## src/rtl/slpd_pkg.sv

```systemverilog
package slpd_pkg;

    // Frame buffer size and header layout
    localparam int FRAME_BYTES    = 256;
    localparam int HEADER_BYTES   = 6;
    localparam int POSITION_LIMIT = 250;

    // Largest payload that fits both the frame buffer and the 8-bit offset
    localparam int ROOM_BYTES = (FRAME_BYTES - HEADER_BYTES < POSITION_LIMIT)
                                ? (FRAME_BYTES - HEADER_BYTES) : POSITION_LIMIT;
    localparam logic [7:0] LIMIT_CAP = 8'(ROOM_BYTES);

    localparam logic [8:0] HEADER_LEN    = 9'(HEADER_BYTES);
    localparam logic [7:0] LEN_LO_OFFSET = 8'd4;

    // Configuration register indexes
    localparam logic [1:0] CFG_SYNC_FIRST  = 2'd0;
    localparam logic [1:0] CFG_SYNC_SECOND = 2'd1;
    localparam logic [1:0] CFG_MAX_PAYLOAD = 2'd2;

    // Configuration reset values
    localparam logic [7:0] SYNC_FIRST_RST  = 8'd170;
    localparam logic [7:0] SYNC_SECOND_RST = 8'd85;
    localparam logic [7:0] MAX_PAYLOAD_RST = 8'd250;

    typedef enum logic [1:0] {
        PH_HUNT    = 2'd0,
        PH_SYNC2   = 2'd1,
        PH_HEADER  = 2'd2,
        PH_PAYLOAD = 2'd3
    } t_phase;

    typedef struct packed {
        logic [7:0] sync_first;
        logic [7:0] sync_second;
        logic [7:0] limit;
    } t_cfg;

    typedef struct packed {
        logic       taken;
        logic [7:0] position;
        logic [7:0] value;
        logic       done;
        logic [8:0] length;
        logic       dropped;
    } t_result;

    // Saturate the written payload limit to what the frame can hold
    function automatic logic [7:0] sat_limit(input logic [7:0] value);
        logic [7:0] res;
        res = (value > LIMIT_CAP) ? LIMIT_CAP : value;
        return res;
    endfunction

endpackage

```

## src/rtl/slpd_cfg.sv

```systemverilog
module slpd_cfg (
    input  logic              i_clk,
    input  logic              i_rst_n,
    input  logic              i_cfg_valid,
    output logic              o_cfg_ready,
    input  logic [1:0]        i_cfg_index,
    input  logic [7:0]        i_cfg_data,
    output slpd_pkg::t_cfg    o_cfg
);
    import slpd_pkg::*;

    logic [7:0] r_sync_first;
    logic [7:0] r_sync_second;
    logic [7:0] r_limit;

    assign o_cfg_ready = 1'b1;

    // Write registers; keep the payload limit already saturated
    always_ff @(posedge i_clk) begin
        if (!i_rst_n) begin
            r_sync_first  <= SYNC_FIRST_RST;
            r_sync_second <= SYNC_SECOND_RST;
            r_limit       <= sat_limit(MAX_PAYLOAD_RST);
        end else if (i_cfg_valid) begin
            unique case (i_cfg_index)
                CFG_SYNC_FIRST:  r_sync_first  <= i_cfg_data;
                CFG_SYNC_SECOND: r_sync_second <= i_cfg_data;
                CFG_MAX_PAYLOAD: r_limit       <= sat_limit(i_cfg_data);
                default: ;
            endcase
        end
    end

    assign o_cfg.sync_first  = r_sync_first;
    assign o_cfg.sync_second = r_sync_second;
    assign o_cfg.limit       = r_limit;

endmodule

```

## src/rtl/slpd_core.sv

```systemverilog
module slpd_core (
    input  logic                i_clk,
    input  logic                i_rst_n,
    input  logic                i_step,
    input  logic [7:0]          i_byte,
    input  slpd_pkg::t_cfg      i_cfg,
    output slpd_pkg::t_result   o_result
);
    import slpd_pkg::*;

    t_phase     r_phase,    n_phase;
    logic [8:0] r_position, n_position;
    logic [7:0] r_len_lo,   n_len_lo;
    logic [8:0] r_end,      n_end;

    logic [8:0]  w_pos_inc;
    logic [15:0] w_len;
    logic        w_header_end;
    logic        w_len_zero;
    logic        w_len_ok;
    logic        w_payload_end;

    // Shared decode of the current word
    assign w_pos_inc     = r_position + 9'd1;
    assign w_len         = {i_byte, r_len_lo};
    assign w_header_end  = (w_pos_inc >= HEADER_LEN);
    assign w_len_zero    = (w_len == 16'd0);
    assign w_len_ok      = (w_len <= {8'd0, i_cfg.limit});
    assign w_payload_end = (w_pos_inc >= r_end);

    // Next state
    always_comb begin
        n_phase    = r_phase;
        n_position = r_position;
        n_len_lo   = r_len_lo;
        n_end      = r_end;
        unique case (r_phase)
            PH_HUNT: begin
                if (i_byte == i_cfg.sync_first) begin
                    n_phase    = PH_SYNC2;
                    n_position = 9'd1;
                end
            end
            PH_SYNC2: begin
                if (i_byte == i_cfg.sync_second) begin
                    n_phase    = PH_HEADER;
                    n_position = 9'd2;
                end else begin
                    n_phase    = PH_HUNT;
                    n_position = 9'd0;
                end
            end
            PH_HEADER: begin
                n_position = w_pos_inc;
                if (r_position[7:0] == LEN_LO_OFFSET) begin
                    n_len_lo = i_byte;
                end
                if (w_header_end) begin
                    if (!w_len_zero && w_len_ok) begin
                        n_phase = PH_PAYLOAD;
                        n_end   = HEADER_LEN + {1'b0, w_len[7:0]};
                    end else begin
                        n_phase    = PH_HUNT;
                        n_position = 9'd0;
                    end
                end
            end
            PH_PAYLOAD: begin
                n_position = w_pos_inc;
                if (w_payload_end) begin
                    n_phase    = PH_HUNT;
                    n_position = 9'd0;
                end
            end
            default: begin
                n_phase    = PH_HUNT;
                n_position = 9'd0;
            end
        endcase
    end

    // Result for the current word
    always_comb begin
        o_result = '0;
        unique case (r_phase)
            PH_HUNT: begin
                if (i_byte == i_cfg.sync_first) begin
                    o_result.taken    = 1'b1;
                    o_result.position = 8'd0;
                    o_result.value    = i_byte;
                end
            end
            PH_SYNC2: begin
                if (i_byte == i_cfg.sync_second) begin
                    o_result.taken    = 1'b1;
                    o_result.position = 8'd1;
                    o_result.value    = i_byte;
                end
            end
            PH_HEADER: begin
                o_result.taken    = 1'b1;
                o_result.position = r_position[7:0];
                o_result.value    = i_byte;
                if (w_header_end) begin
                    if (w_len_zero) begin
                        o_result.done   = 1'b1;
                        o_result.length = w_pos_inc;
                    end else if (!w_len_ok) begin
                        o_result.dropped = 1'b1;
                    end
                end
            end
            PH_PAYLOAD: begin
                o_result.taken    = 1'b1;
                o_result.position = r_position[7:0];
                o_result.value    = i_byte;
                if (w_payload_end) begin
                    o_result.done   = 1'b1;
                    o_result.length = w_pos_inc;
                end
            end
            default: ;
        endcase
    end

    // Advance the frame state once per processed word
    always_ff @(posedge i_clk) begin
        if (!i_rst_n) begin
            r_phase    <= PH_HUNT;
            r_position <= '0;
            r_len_lo   <= '0;
            r_end      <= '0;
        end else if (i_step) begin
            r_phase    <= n_phase;
            r_position <= n_position;
            r_len_lo   <= n_len_lo;
            r_end      <= n_end;
        end
    end

endmodule

```

## src/rtl/sentinel_length_packet_deframer.sv

```systemverilog
// Timing: the result word is registered; an accepted input word passes through the input
// register, then the result register, and waits in them while the result side stalls.
// Throughput: one word per cycle while i_ready holds, one result word per input word.
// A word is taken while a finished result waits, as long as the input register is free.
// Reset (i_rst_n low at a clock edge) empties both registers, restarts the sync hunt
// and restores the configuration registers to their default values.
module sentinel_length_packet_deframer (
    input  logic       i_clk,
    input  logic       i_rst_n,
    input  logic       i_valid,
    output logic       o_ready,
    input  logic [7:0] i_rx_byte,
    output logic       o_valid,
    input  logic       i_ready,
    output logic       o_byte_taken,
    output logic [7:0] o_byte_position,
    output logic [7:0] o_byte_value,
    output logic       o_frame_done,
    output logic [8:0] o_frame_length,
    output logic       o_frame_dropped,
    input  logic       i_cfg_valid,
    output logic       o_cfg_ready,
    input  logic [1:0] i_cfg_index,
    input  logic [7:0] i_cfg_data
);
    import slpd_pkg::*;

    t_cfg       w_cfg;
    t_result    w_result;
    logic       w_step;
    logic       r_in_vld;
    logic [7:0] r_in_byte;
    logic       r_out_vld;
    t_result    r_out;

    slpd_cfg u_cfg (
        .i_clk       (i_clk),
        .i_rst_n     (i_rst_n),
        .i_cfg_valid (i_cfg_valid),
        .o_cfg_ready (o_cfg_ready),
        .i_cfg_index (i_cfg_index),
        .i_cfg_data  (i_cfg_data),
        .o_cfg       (w_cfg)
    );

    slpd_core u_core (
        .i_clk    (i_clk),
        .i_rst_n  (i_rst_n),
        .i_step   (w_step),
        .i_byte   (r_in_byte),
        .i_cfg    (w_cfg),
        .o_result (w_result)
    );

    // Process the held word when the result register can take it
    assign w_step  = r_in_vld && (!r_out_vld || i_ready);
    assign o_ready = !r_in_vld || w_step;

    // Hold the input word
    always_ff @(posedge i_clk) begin
        if (!i_rst_n) begin
            r_in_vld <= 1'b0;
        end else if (o_ready) begin
            r_in_vld <= i_valid;
        end
    end

    always_ff @(posedge i_clk) begin
        if (i_valid && o_ready) begin
            r_in_byte <= i_rx_byte;
        end
    end

    // Hold the result word until taken
    always_ff @(posedge i_clk) begin
        if (!i_rst_n) begin
            r_out_vld <= 1'b0;
        end else if (w_step) begin
            r_out_vld <= 1'b1;
        end else if (i_ready) begin
            r_out_vld <= 1'b0;
        end
    end

    always_ff @(posedge i_clk) begin
        if (w_step) begin
            r_out <= w_result;
        end
    end

    assign o_valid         = r_out_vld;
    assign o_byte_taken    = r_out.taken;
    assign o_byte_position = r_out.position;
    assign o_byte_value    = r_out.value;
    assign o_frame_done    = r_out.done;
    assign o_frame_length  = r_out.length;
    assign o_frame_dropped = r_out.dropped;

endmodule

```

## config.mk

```make
export PLATFORM = sky130hd
export DESIGN_NAME = sentinel_length_packet_deframer
export DESIGN_NICKNAME = d
export VERILOG_FILES = /design/src/rtl/slpd_pkg.sv /design/src/rtl/slpd_cfg.sv /design/src/rtl/slpd_core.sv /design/src/rtl/sentinel_length_packet_deframer.sv
export SDC_FILE = /design/constraint.sdc
export NUM_CORES = 1
export LEC_CHECK = 0
export ABC_CLOCK_PERIOD_IN_PS = 3800
export CAP_MARGIN = 15
export CORE_AREA = 5 5 91 93
export DETAILED_ROUTE_END_ITERATION = 7
export DIE_AREA = 0 0 96 98
export DONT_BUFFER_PORTS = 1
export PLACE_DENSITY = 0.85
export SLEW_MARGIN = 15
export SYNTH_ARGS = -nofsm -noshare
export SYNTH_HDL_FRONTEND = slang
export SYNTH_SLANG_ARGS = --single-unit
```

## constraint.sdc

```tcl
create_clock -name i_clk -period 3.8 [get_ports i_clk]
set_input_delay 0.76 -clock i_clk [delete_from_list [all_inputs] [get_ports i_clk]]
set_output_delay 0.76 -clock i_clk [all_outputs]
set_load 0.02 [all_outputs]
```

==> metrics <==
GR Util met3 4.545%; worst slew pin tran 0.9424 ns; DRC Markers 0; vias in the first global route 2859; DP Area 0.004407 mm^2; share of layout cells above drive strength 1 6.897%; global routing's busiest layer met2; Post-synth EDFFs 36; starting DRC count in detailed routing 217; Reg clk slew, reported paths 0.09 ns; Ports 54; grt ovf 0; met2 GRT Util 29.63%; largest net degree at the start of global routing 30; fin nets 472; Max-slew headroom 37.10%; asr flop ratio synth 0%; combinational fraction of design power 3.7%; post-synthesis register bit count 90; sequential share of power 60.9%; number of I/O port buffers 0; drt pass-1 iters 5; worst path bufs/invs 1; Mapped Area 0.004330 mm^2; antenna-violating nets left 0; Root Driver clkbuf_8; largest area contributor in the netlist dfxtp_1; crit-path max FO 10; Tmin final 3.212 ns; slowest CP cell dfxtp_1; gpl congestion 0.9102; CTS sink count 90; top_reg_cell synth dfxtp_1; first-pass GRT wire length 13.81 mm; Worst-Skew Late Latency 0.36 ns; WP data required 3.90 ns; Syn Nets 475; Synth Warn # 0; DP Wirelength 6.311 mm; Final Hold Viols 0; cell leakage power 0.001803 uW; Tot GR Track Use 18.70%; total routed wirelength 8.392 mm; Initial Utilization 58.15%; met1 usage 23.43%; critical path arrival 3.31 ns; Die ar. 0.009408 mm^2; critical path class reg2reg; crit-path max cell delay 0.52 ns; cell family with most CP delay compound AO/OA/AOI/OAI gates; period utilization 84.54%; Die W 96 um; Setup TNS 0 ns; row cnt 32; H-tree depth reported by CTS 3; Syn Area/Cell 10.00 um^2; P_sw 439.2 uW; maximum VDD drop 0.2491 mV; CTS buffer count 9; Clock Skews 0.01124 ns; design area 0.004601 mm^2; Via Count 2991; Worst setup EP type register; initial antenna violation count 0; TritonCTS clock tree yes; clock buffer depth 2; Die Ht 98 um; ANT cells 0; Finish-stage setup viols 0; cell mode on critical path ha_1; Post-CTS Setup Bufs 0; core area 0.007447 mm^2; final total power 1752 uW; hold_buf cts 0; Internal 1313 uW; worst min path class reg2reg; post-cts sizing count 0; f_max 0.3113 GHz; Layout area overhead 6.241%; status finished clean; ranking of synthesized cells by area dfxtp_1 25%, edfxtp_1 25%, mux2i_1 6.2%; cell count after synthesis 433; Max Cap Viol 0; startpoint types register; top-area cell type share of the netlist area 24.96%; wire length per cell 15.63 um; post-synth cell types 55; sequential area share after synthesis 49.93%; PD cells 380.8 mW/mm^2; Clock power frac 35.4%; Hold Slack 0.4602 ns; switch share 25.07%; mean number of vias per cell 5.570; RSZ-0062 raised after global routing false; Max Slew Vio Count 0; CP Cell Sequence ha_1, nand3_2, xor2_1, inv_1, ha_1, a21o_1, a221oi_1, o221a_2, o21bai_1, a31oi_2, nor2_1
-- worst register-to-register path, cell delays in order, from the launching register on --
cell and delay [ns]:
dfxtp_1 0.52, ha_1 0.29, nand3_2 0.13, xor2_1 0.30, inv_1 0.08, ha_1 0.29, a21o_1 0.18, a221oi_1 0.28
o221a_2 0.25, o21bai_1 0.10, a31oi_2 0.44, nor2_1 0.09
-- layout by cell type, fill, tap and decap left out, types with 6 or more instances in the layout --
| cell | instances |
|---|---|
| inv_1 | 30 |
| nand2_1 | 44 |
| xnor2_1 | 16 |
| edfxtp_1 | 36 |
| o21ai_0 | 17 |
| mux2i_1 | 27 |
| xor2_1 | 12 |
| dfxtp_1 | 54 |
| nor2b_1 | 15 |
| nor4_1 | 10 |
| a21oi_1 | 11 |
| a21o_1 | 7 |
| and2_1 | 10 |
| clkbuf_8 | 9 |
| ha_1 | 19 |
| a211oi_1 | 6 |
| nor2_1 | 46 |
-- per-layer routing --
layer / share of wire (%) / wire (um)
met1: 43 / 3631
met2: 48 / 4048
met3: 5.5 / 459
met4: 3.0 / 253
met5: 0 / 0
-- power by group through the flow --
stage / Combinational [uW] / Clock, uW / Sequential [uW]
after floorplan: 57.9 / 0 / 1080
after global placement: 63.6 / 0 / 1090
after detailed placement: 65.6 / 0 / 1090
after CTS: 65.8 / 638 / 1070
after global routing: 72.3 / 677 / 1070
final: 65.1 / 621 / 1070
-- layout make-up --
type                       instances  area (um^2)
multi-input combinational        296         1986
sequential                        90         2162
inverter                          31        116.4
clock buffer                       9        123.9
fill                             622         2846
clock inverter                     7        70.07
tap                              102        127.6
timing repair buffer               2        15.01
-- final timing paths --
kind	cells after the start	to	slack, ns	startpoint
min	2	u_cfg.r_limit[0]	0.46	u_cfg.r_limit[0]
max reg2reg	11	o_frame_length[0]	0.59	u_core.r_position[0]
min reg2reg	2	u_cfg.r_limit[0]	0.46	u_cfg.r_limit[0]
max	11	o_frame_length[0]	0.59	u_core.r_position[0]
-- per-stage QoR --
| stage | utilization (%) | std cells | setup WS, ns |
|---|---|---|---|
| final | 61.78 | 537 | 0.5876 |
| after global routing | 61.78 | 537 | 0.3423 |
| after CTS | 61.78 | 537 | 0.5971 |
| after detailed placement | 59.17 | 521 | 0.6414 |
| after global placement | 59.17 | 521 | 0.6733 |
| after floorplan | - | 433 | 0.9710 |
-- cells by family after synthesis --
kind of cell | Yosys count | share of synthesized area, %
XOR/XNOR | 28 | 5.663
multiplexers | 27 | 6.241
AND/OR/NAND/NOR | 158 | 18.81
adder cells (fa/ha/maj) | 19 | 5.490
flip-flops | 90 | 49.93
buffers and inverters | 47 | 4.219
other | 1 | 0.08660
AO/OA/AOI/OAI | 63 | 9.564
-- cells in the mapped netlist (6+ instances only) --
cell	count
xor2_1	12
nor4_1	10
edfxtp_1	36
o21ai_0	17
a21oi_1	11
nand2_1	44
nor2_1	46
xnor2_1	16
ha_1	19
mux2i_1	27
a211oi_1	6
inv_1	30
dfxtp_1	54
a21o_1	7
and2_1	10
nor2b_1	15
clkbuf_1	10
Note: power is estimated with default switching activity, not from simulation.
